[src/jsu_pkg.sv]
// ----------------------------------------------------------------------------
// jsu_pkg
// Shared types for the JSON string unescaper: request payloads, result
// status codes and the command that passes from the decoder to the serializer.
// ----------------------------------------------------------------------------
`default_nettype none

package jsu_pkg;

  typedef enum logic [2:0] {
    ST_DATA        = 3'd0,
    ST_DONE        = 3'd1,
    ST_UNTERM_STR  = 3'd2,
    ST_UNTERM_ESC  = 3'd3,
    ST_TRUNC_HEX   = 3'd4,
    ST_BAD_HEX     = 3'd5,
    ST_UNKNOWN_ESC = 3'd6
  } status_e;

  localparam int unsigned MaxBytes = 6;

  typedef struct packed {
    logic [7:0] in_byte;
    logic       text_ends;
  } in_t;

  typedef struct packed {
    logic [7:0] out_byte;
    status_e    status;
    logic       last;
  } out_t;

  // All results caused by one input request. Only the final result may carry
  // a non-data status; its byte is then zero.
  typedef struct packed {
    logic [2:0]                cnt;
    logic [MaxBytes-1:0][7:0]  bytes;
    status_e                   fin_status;
  } cmd_t;

endpackage

`default_nettype wire

[src/jsu_front.sv]
// ----------------------------------------------------------------------------
// jsu_front
// Decoder: takes one byte per request, tracks escape / hex / surrogate state
// and builds the full result list of that request as one command.
// ----------------------------------------------------------------------------
`default_nettype none

module jsu_front (
  input  wire logic          clk_i,
  input  wire logic          rst_ni,
  input  wire logic          take_i,
  input  wire jsu_pkg::in_t  in_i,
  output jsu_pkg::cmd_t      cmd_o,
  output logic               cmd_valid_o
);

  typedef enum logic [2:0] {
    M_PLAIN, M_ESC, M_HEX, M_HELD, M_HELD_BS, M_HEX2
  } mode_e;

  typedef struct packed {
    logic [2:0]       cnt;
    logic [3:0][7:0]  b;
  } enc_t;

  function automatic enc_t utf8_enc(input logic [20:0] cp);
    enc_t e;
    e = '0;
    if (cp < 21'h80) begin
      e.cnt  = 3'd1;
      e.b[0] = cp[7:0];
    end else if (cp < 21'h800) begin
      e.cnt  = 3'd2;
      e.b[0] = {3'b110, cp[10:6]};
      e.b[1] = {2'b10, cp[5:0]};
    end else if (cp < 21'h10000) begin
      e.cnt  = 3'd3;
      e.b[0] = {4'b1110, cp[15:12]};
      e.b[1] = {2'b10, cp[11:6]};
      e.b[2] = {2'b10, cp[5:0]};
    end else begin
      e.cnt  = 3'd4;
      e.b[0] = {5'b11110, cp[20:18]};
      e.b[1] = {2'b10, cp[17:12]};
      e.b[2] = {2'b10, cp[11:6]};
      e.b[3] = {2'b10, cp[5:0]};
    end
    return e;
  endfunction

  mode_e       mode_q, mode_d;
  logic [1:0]  slot_q, slot_d;
  logic [15:0] acc_q, acc_d;
  logic        bad_q, bad_d;
  logic [9:0]  held_q, held_d;

  logic [7:0]  b;
  logic        ends;
  logic [3:0]  nib;
  logic        is_hex;
  logic [15:0] acc_new;
  logic        bad_new;
  logic        fourth;
  logic        esc_known;
  logic [7:0]  esc_char;

  logic             use_held;
  logic             enc_en;
  logic [20:0]      enc_cp;
  logic [2:0]       m_cnt;
  logic [3:0][7:0]  m_bytes;
  jsu_pkg::status_e fin;
  enc_t             held_enc, main_enc;

  assign b    = in_i.in_byte;
  assign ends = in_i.text_ends;

  always_comb begin
    is_hex = 1'b1;
    nib    = 4'd0;
    if (b >= 8'h30 && b <= 8'h39) begin
      nib = 4'(b - 8'h30);
    end else if (b >= 8'h61 && b <= 8'h66) begin
      nib = 4'(b - 8'h57);
    end else if (b >= 8'h41 && b <= 8'h46) begin
      nib = 4'(b - 8'h37);
    end else begin
      is_hex = 1'b0;
    end
  end

  assign acc_new = {acc_q[11:0], nib};
  assign bad_new = bad_q | ~is_hex;
  assign fourth  = (slot_q == 2'd3);

  // Simple escapes; 'u' is handled by the mode logic.
  always_comb begin
    esc_known = 1'b1;
    case (b)
      8'h22:   esc_char = 8'h22;
      8'h5C:   esc_char = 8'h5C;
      8'h2F:   esc_char = 8'h2F;
      8'h62:   esc_char = 8'h08;
      8'h66:   esc_char = 8'h0C;
      8'h6E:   esc_char = 8'h0A;
      8'h72:   esc_char = 8'h0D;
      8'h74:   esc_char = 8'h09;
      default: begin
        esc_char  = 8'h00;
        esc_known = 1'b0;
      end
    endcase
  end

  always_comb begin
    mode_d   = mode_q;
    slot_d   = slot_q;
    acc_d    = acc_q;
    bad_d    = bad_q;
    held_d   = held_q;
    use_held = 1'b0;
    enc_en   = 1'b0;
    enc_cp   = 21'd0;
    m_cnt    = 3'd0;
    m_bytes  = '0;
    fin      = jsu_pkg::ST_DATA;

    case (mode_q)
      M_ESC, M_HELD_BS: begin
        use_held = (mode_q == M_HELD_BS);
        mode_d   = M_PLAIN;
        if (ends) begin
          m_cnt = 3'd1;
          fin   = jsu_pkg::ST_UNTERM_ESC;
        end else if (b == 8'h75) begin
          use_held = 1'b0;
          mode_d   = (mode_q == M_ESC) ? M_HEX : M_HEX2;
          slot_d   = 2'd0;
          acc_d    = 16'd0;
          bad_d    = 1'b0;
        end else if (esc_known) begin
          m_cnt      = 3'd1;
          m_bytes[0] = esc_char;
        end else begin
          m_cnt = 3'd1;
          fin   = jsu_pkg::ST_UNKNOWN_ESC;
        end
      end
      M_HEX, M_HEX2: begin
        if (ends) begin
          use_held = (mode_q == M_HEX2);
          m_cnt    = 3'd1;
          fin      = jsu_pkg::ST_TRUNC_HEX;
          mode_d   = M_PLAIN;
        end else begin
          acc_d  = acc_new;
          bad_d  = bad_new;
          slot_d = slot_q + 2'd1;
          if (fourth) begin
            if (bad_new) begin
              use_held = (mode_q == M_HEX2);
              m_cnt    = 3'd1;
              fin      = jsu_pkg::ST_BAD_HEX;
              mode_d   = M_PLAIN;
            end else if (mode_q == M_HEX2 && acc_new >= 16'hDC00 && acc_new <= 16'hDFFF) begin
              // surrogate pair joined into one supplementary code point
              enc_en = 1'b1;
              enc_cp = 21'h10000 + {1'b0, held_q, acc_new[9:0]};
              mode_d = M_PLAIN;
            end else begin
              use_held = (mode_q == M_HEX2);
              if (acc_new >= 16'hD800 && acc_new <= 16'hDBFF) begin
                held_d = acc_new[9:0];
                mode_d = M_HELD;
              end else begin
                enc_en = 1'b1;
                enc_cp = {5'd0, acc_new};
                mode_d = M_PLAIN;
              end
            end
          end
        end
      end
      default: begin
        // plain body, or plain with a high surrogate waiting
        use_held = (mode_q == M_HELD);
        mode_d   = M_PLAIN;
        if (ends) begin
          m_cnt = 3'd1;
          fin   = jsu_pkg::ST_UNTERM_STR;
        end else if (b == 8'h5C) begin
          if (mode_q == M_HELD) begin
            use_held = 1'b0;
            mode_d   = M_HELD_BS;
          end else begin
            mode_d = M_ESC;
          end
        end else if (b == 8'h22) begin
          m_cnt = 3'd1;
          fin   = jsu_pkg::ST_DONE;
        end else begin
          m_cnt      = 3'd1;
          m_bytes[0] = b;
        end
      end
    endcase
  end

  assign held_enc = utf8_enc({5'd0, 6'b110110, held_q});
  assign main_enc = enc_en ? utf8_enc(enc_cp) : enc_t'{cnt: m_cnt, b: m_bytes};

  always_comb begin
    cmd_o            = '0;
    cmd_o.fin_status = fin;
    if (use_held) begin
      cmd_o.cnt      = 3'd3 + main_enc.cnt;
      cmd_o.bytes[0] = held_enc.b[0];
      cmd_o.bytes[1] = held_enc.b[1];
      cmd_o.bytes[2] = held_enc.b[2];
      cmd_o.bytes[3] = main_enc.b[0];
      cmd_o.bytes[4] = main_enc.b[1];
      cmd_o.bytes[5] = main_enc.b[2];
    end else begin
      cmd_o.cnt      = main_enc.cnt;
      cmd_o.bytes[0] = main_enc.b[0];
      cmd_o.bytes[1] = main_enc.b[1];
      cmd_o.bytes[2] = main_enc.b[2];
      cmd_o.bytes[3] = main_enc.b[3];
    end
  end

  assign cmd_valid_o = take_i && (cmd_o.cnt != 3'd0);

  always_ff @(posedge clk_i or negedge rst_ni) begin
    if (!rst_ni) begin
      mode_q <= M_PLAIN;
      slot_q <= 2'd0;
      acc_q  <= 16'd0;
      bad_q  <= 1'b0;
      held_q <= 10'd0;
    end else if (take_i) begin
      mode_q <= mode_d;
      slot_q <= slot_d;
      acc_q  <= acc_d;
      bad_q  <= bad_d;
      held_q <= held_d;
    end
  end

endmodule

`default_nettype wire

[src/jsu_queue.sv]
// ----------------------------------------------------------------------------
// jsu_queue
// Two-entry command queue between decoder and serializer.
// ----------------------------------------------------------------------------
`default_nettype none

module jsu_queue (
  input  wire logic           clk_i,
  input  wire logic           rst_ni,
  input  wire logic           push_i,
  input  wire jsu_pkg::cmd_t  push_cmd_i,
  output logic                full_o,
  output logic                head_valid_o,
  output jsu_pkg::cmd_t       head_cmd_o,
  input  wire logic           pop_i
);

  jsu_pkg::cmd_t mem_q [2];
  logic          wr_q, rd_q;
  logic [1:0]    count_q;

  assign full_o       = (count_q == 2'd2);
  assign head_valid_o = (count_q != 2'd0);
  assign head_cmd_o   = mem_q[rd_q];

  always_ff @(posedge clk_i) begin
    if (push_i) begin
      mem_q[wr_q] <= push_cmd_i;
    end
  end

  always_ff @(posedge clk_i or negedge rst_ni) begin
    if (!rst_ni) begin
      wr_q    <= 1'b0;
      rd_q    <= 1'b0;
      count_q <= 2'd0;
    end else begin
      if (push_i) begin
        wr_q <= ~wr_q;
      end
      if (pop_i) begin
        rd_q <= ~rd_q;
      end
      case ({push_i, pop_i})
        2'b10:   count_q <= count_q + 2'd1;
        2'b01:   count_q <= count_q - 2'd1;
        default: count_q <= count_q;
      endcase
    end
  end

endmodule

`default_nettype wire

[src/jsu_back.sv]
// ----------------------------------------------------------------------------
// jsu_back
// Serializer: one head-command result per unstalled cycle; marks the last.
// ----------------------------------------------------------------------------
`default_nettype none

module jsu_back (
  input  wire logic           clk_i,
  input  wire logic           rst_ni,
  input  wire logic           head_valid_i,
  input  wire jsu_pkg::cmd_t  head_cmd_i,
  output logic                pop_o,
  output logic                out_valid_o,
  input  wire logic           out_stall_i,
  output jsu_pkg::out_t       out_o
);

  logic [2:0] idx_q;
  logic       is_last;
  logic       fire;

  assign is_last     = (idx_q == head_cmd_i.cnt - 3'd1);
  assign out_valid_o = head_valid_i;
  assign fire        = head_valid_i && !out_stall_i;
  assign pop_o       = fire && is_last;

  always_comb begin
    out_o.out_byte = head_cmd_i.bytes[idx_q];
    out_o.status   = is_last ? head_cmd_i.fin_status : jsu_pkg::ST_DATA;
    out_o.last     = is_last;
  end

  always_ff @(posedge clk_i or negedge rst_ni) begin
    if (!rst_ni) begin
      idx_q <= 3'd0;
    end else if (fire) begin
      idx_q <= is_last ? 3'd0 : idx_q + 3'd1;
    end
  end

endmodule

`default_nettype wire

[src/json_string_unescape_utf8_unit.sv]
// ----------------------------------------------------------------------------
// json_string_unescape_utf8_unit
// JSON string body unescaper with UTF-8 output.
// ----------------------------------------------------------------------------
// Input channel: one request per byte of the string body (after the opening
// quote), or a request with text_ends set when the text runs out.
// Output channel: one request per result: a decoded UTF-8 byte (status data)
// or a status (done or an error) with a zero byte; last marks the final
// result caused by an input request. A request may cause zero to six results.
// Throughput: one input request per cycle while each causes at most one
// result and the receiver does not stall; a request with N results holds the
// output until its last result is taken, and the two-entry command queue lets
// the decoder run one request ahead. The decoder holds all escape/surrogate
// state and retires one request per cycle while the queue has room; the
// serializer drains one result per cycle unless the receiver stalls.
// Reset: asynchronous, active low; plain body mode, queue empty.
// When the receiver stalls, the head result holds; the input stalls only when
// both queue entries are in use.
// ----------------------------------------------------------------------------
`default_nettype none

module json_string_unescape_utf8_unit (
  input  wire logic          clk_i,
  input  wire logic          rst_ni,
  input  wire logic          in_valid_i,
  output logic               in_stall_o,
  input  wire jsu_pkg::in_t  in_i,
  output logic               out_valid_o,
  input  wire logic          out_stall_i,
  output jsu_pkg::out_t      out_o
);

  logic          take;
  logic          push;
  jsu_pkg::cmd_t push_cmd;
  logic          full;
  logic          head_valid;
  jsu_pkg::cmd_t head_cmd;
  logic          pop;

  // input accepted whenever the queue has room
  assign in_stall_o = full;
  assign take       = in_valid_i && !full;

  jsu_front u_front (
    .clk_i       (clk_i),
    .rst_ni      (rst_ni),
    .take_i      (take),
    .in_i        (in_i),
    .cmd_o       (push_cmd),
    .cmd_valid_o (push)
  );

  jsu_queue u_queue (
    .clk_i        (clk_i),
    .rst_ni       (rst_ni),
    .push_i       (push),
    .push_cmd_i   (push_cmd),
    .full_o       (full),
    .head_valid_o (head_valid),
    .head_cmd_o   (head_cmd),
    .pop_i        (pop)
  );

  jsu_back u_back (
    .clk_i        (clk_i),
    .rst_ni       (rst_ni),
    .head_valid_i (head_valid),
    .head_cmd_i   (head_cmd),
    .pop_o        (pop),
    .out_valid_o  (out_valid_o),
    .out_stall_i  (out_stall_i),
    .out_o        (out_o)
  );

endmodule

`default_nettype wire

[config.mk]
export PLATFORM = sky130hd
export DESIGN_NAME = json_string_unescape_utf8_unit
export DESIGN_NICKNAME = d
export VERILOG_FILES = /design/src/jsu_pkg.sv /design/src/jsu_front.sv /design/src/jsu_queue.sv /design/src/jsu_back.sv /design/src/json_string_unescape_utf8_unit.sv
export SDC_FILE = /design/constraint.sdc
export NUM_CORES = 1
export LEC_CHECK = 0
export BUFFER_PORTS_ARGS = -buffer_cell sky130_fd_sc_hd__buf_2
export CORE_MARGIN = 5
export CORE_UTILIZATION = 57
export CTS_BUF_LIST = sky130_fd_sc_hd__clkbuf_4 sky130_fd_sc_hd__clkbuf_8
export DETAILED_ROUTE_END_ITERATION = 10
export PLACE_DENSITY = 0.74
export SLEW_MARGIN = 10
export SYNTH_ARGS = -nofsm -noshare
export SYNTH_HDL_FRONTEND = slang
export SYNTH_SLANG_ARGS = --single-unit
[constraint.sdc]
create_clock -name clk_i -period 12.4 [get_ports clk_i]
set_input_delay 0 -clock clk_i [delete_from_list [all_inputs] [get_ports clk_i]]
set_output_delay 0 -clock clk_i [all_outputs]
set_load 0.01 [all_outputs]
==> impl_metrics.tcl <==
set metrics [dict create \
    status "finished, final reports clean" \
    p_leak_nw 2.93 \
    relSlewSlack_pct 22.8 \
    initial_utilization_pct 58.2 \
    timing.fmax_mhz 211 \
    reg2reg_from "u_front.mode_q[2]" \
    critPathKind "flip-flop to flip-flop" \
    yosys_warnings 0 \
    wl_met2_um 8810 \
    ys.flop_type "edfxtp_1" \
    post-dp-hpwl_um 13000 \
    routedLengthMet1_um 8010 \
    timing.rr.end "u_queue.mem_q[0][21]" \
    end_kind "flip-flop" \
    grt_pass1_wl_um 29900 \
    postCtsSetupRepairBufs 0 \
    utilization_pct 63.7 \
    holdCritPathClass "input pin to flip-flop" \
    min_from "in_i[8]" \
    avgViaCountPerCell 6.49 \
    post_drt_wl_per_cell_um 22.1 \
    place_area_mm2 0.00760 \
    grt-ovfl-total 0 \
    dieArea_mm2 0.0153 \
    synth_cell_type_count 85 \
    holdPathEnd "u_queue.mem_q[1][10]" \
    yosys.area.top_type "edfxtp_1" \
    clockBufferDepth 2 \
    port-buffer-count 26 \
    die_h_um 124 \
    core_mm2 0.0127 \
    rows 41 \
    grt_pass1_vias 5331 \
    path_max_fanout 26 \
    report.power.total_mw 1.47 \
    drc_errors 0 \
    cts_tree "done" \
    ant_nets 0 \
    ir_worst_vdd_uv 98.6 \
    cts_sinks 135 \
    syn_avg_cell_area_um2 11.6 \
    routed_wl_um 18500 \
    rrSetupSlack_ns 7.65 \
    wl_met3_um 1190 \
    synth_edf_count 100 \
    finClkSkew_ns 0.0138 \
    cts.reportedPaths.clkPinSlew_ns 0.08 \
    antenna_cells 0 \
    finalInstanceArea_mm2 0.00807 \
    cts_root_buf "clkbuf_8" \
    gp_congestion 0.939 \
    worstHoldPathCells 3 \
    arrival_ns 4.87 \
    tns_ns 0 \
    htreeDepth 4 \
    grt_max_degree 51 \
    finalHoldViolations 0 \
    numCtsBuffers 17 \
    netlist_area_mm2 0.00737 \
    power_density_mw_per_mm2 183 \
    dr.pass1.iters 5 \
    r2r_cells 10 \
    crit_required_ns 12.52 \
    rsz0062_at_grt "no" \
    drive_above_1_share_pct 18.4 \
    dpl_worst_slack_ns 7.73 \
    area_delta_synth_final_pct 9.40 \
    finalMaxSlewViolations 0 \
    final.setup.worst_slack_ns 7.65 \
    vias 5415 \
    ys_seq_area_share_pct 52.6 \
    boundaryPins 27 \
    gr-usage-all-layers_pct 26.1 \
    layout.nets 674 \
    fill_cells 992 \
    synthArstFlopShare_pct 25.9 \
    die_w_um 124 \
    ys_seq_elements 135 \
    antenna_found_initial 0 \
    synth.area.top_cells "edfxtp_1 41%, dfrtp_1 12%, mux4_2 6.4%" \
    maxCapViolCount 0 \
    start_kind "flip-flop" \
    finalSetupViolations 0 \
    period_share_pct 38.3 \
    tightest_slew_ns 1.16 \
    synthCells 638 \
    clock_latency_ns 0.46 \
    period_needed_ns 4.75 \
    synth_nets 661 \
    dr.first_iter.drc_count 536 \
    netlist.area_leader.share_pct 40.7 \
    top_layer "met4" \
]
[cell type report]
cell class / count / area (um2) / area share (%)
clock inverters: 14 / 208 / 2.57
flip-flops and latches: 135 / 3880 / 48.1
well taps: 172 / 215 / 2.67
multi-input cells: 445 / 3270 / 40.5
repair buffers: 34 / 195 / 2.42
clock buffers: 17 / 234 / 2.90
inverters: 18 / 67.6 / 0.838
[registers in the layout, summed over array words and instances (netlist names), 2 cells and up]
register and count:
u_queue.mem_q 100, u_front.acc_q 12, u_front.held_q 10, u_back.idx_q 3, u_front.mode_q 3, u_front.slot_q 2
u_queue.count_q 2
[what timing repair did]
action                    in CTS  in global routing
gates resized for setup        0                  0
hold buffers                   2                  0
hold endpoints to repair      37                  0
[critical path, cell delays in order, from the launching register on]
cell	delay, ns
dfrtp_1	0.62
nand4b_1	0.28
nor3_1	0.78
nand2_1	0.35
nor2_2	0.45
a211o_1	0.24
ha_1	0.27
nand3_1	0.11
o211ai_2	0.19
nor2_4	0.63
buf_4	0.46
[synth_stat cells, drive strengths merged, types with 4 or more instances]
library cell / number
edfxtp: 100
nand2: 76
o21ai: 49
nor2: 40
dfrtp: 35
a21oi: 27
clkbuf: 22
mux4: 21
buf: 18
inv: 18
nor3: 18
mux2i: 15
nand3: 15
o22ai: 14
mux2: 11
ha: 10
nand2b: 9
xnor2: 9
a31oi: 8
nor2b: 8
o31ai: 8
nand3b: 7
o211ai: 7
a22oi: 6
nand4: 5
a21o: 4
a221o: 4
a22o: 4
and2: 4
nor3b: 4
o41ai: 4
xor2: 4
[power breakdown]
part / total, mW / internal, mW / switching, mW / leakage (nW)
combinational: 0.407 / 0.191 / 0.216 / 1.31
clock: 0.407 / 0.236 / 0.171 / 0.213
sequential: 0.660 / 0.592 / 0.0677 / 1.41
[worst max-delay path by stage]
stage | startpoint | end | slack (ns) | depth (start not counted)
floorplan | u_front.mode_q[2] | u_queue.mem_q[0][0] | 7.41 | 11
global placement | u_front.mode_q[1] | u_queue.mem_q[0][21] | 7.88 | 10
detailed placement | u_front.mode_q[2] | u_queue.mem_q[0][21] | 7.73 | 10
CTS | u_front.mode_q[2] | u_queue.mem_q[0][21] | 7.66 | 10
global route | u_front.mode_q[2] | u_queue.mem_q[0][36] | 7.30 | 10
finish | u_front.mode_q[2] | u_queue.mem_q[0][21] | 7.65 | 10
[cells in the final DEF, fill, tap and decap left out, types with 6 or more instances in the layout]
cell type / Yosys / routed
nand3b_1: 7 / 7
ha_1: 10 / 10
nor2_1: 38 / 36
inv_1: 18 / 18
buf_2: 10 / 26
nor3_1: 18 / 18
xnor2_1: 9 / 9
nand2_1: 74 / 74
nand2b_1: 8 / 8
o31ai_1: 8 / 8
a21oi_1: 26 / 26
clkbuf_8: 0 / 17
dfrtp_1: 35 / 34
buf_4: 3 / 6
o21ai_0: 46 / 46
nor2b_1: 8 / 8
mux2_2: 8 / 8
edfxtp_1: 100 / 100
mux4_2: 21 / 21
nand3_1: 14 / 14
mux2i_1: 15 / 15
o22ai_1: 13 / 13
a31oi_1: 8 / 8
[per-layer routing]
metal  vias up  global-route usage, %
li1       2478                      -
met1      2675                   35.0
met2       216                   41.7
met3        46                   6.31
met4         0                   9.48
met5         -                      0
[kinds of logic after synthesis]
family / count (synthesis) / synth area share [%]
compound gates: 167 / 16.1
xor+xnor: 13 / 1.54
fa+ha+maj: 10 / 1.70
buf+inv: 58 / 3.38
flops: 135 / 52.6
mux: 47 / 10.3
simple gates: 208 / 14.4
[through the flow]
| stage | hold WS (ns) | instances |
|---|---|---|
| after floorplan | -0.296 | 638 |
| after global placement | 0.124 | 802 |
| after detailed placement | 0.147 | 802 |
| after CTS | 0.0634 | 835 |
| after global routing | 0.0763 | 835 |
| final | 0.0865 | 835 |
Note: power is estimated with default switching activity, not from simulation.
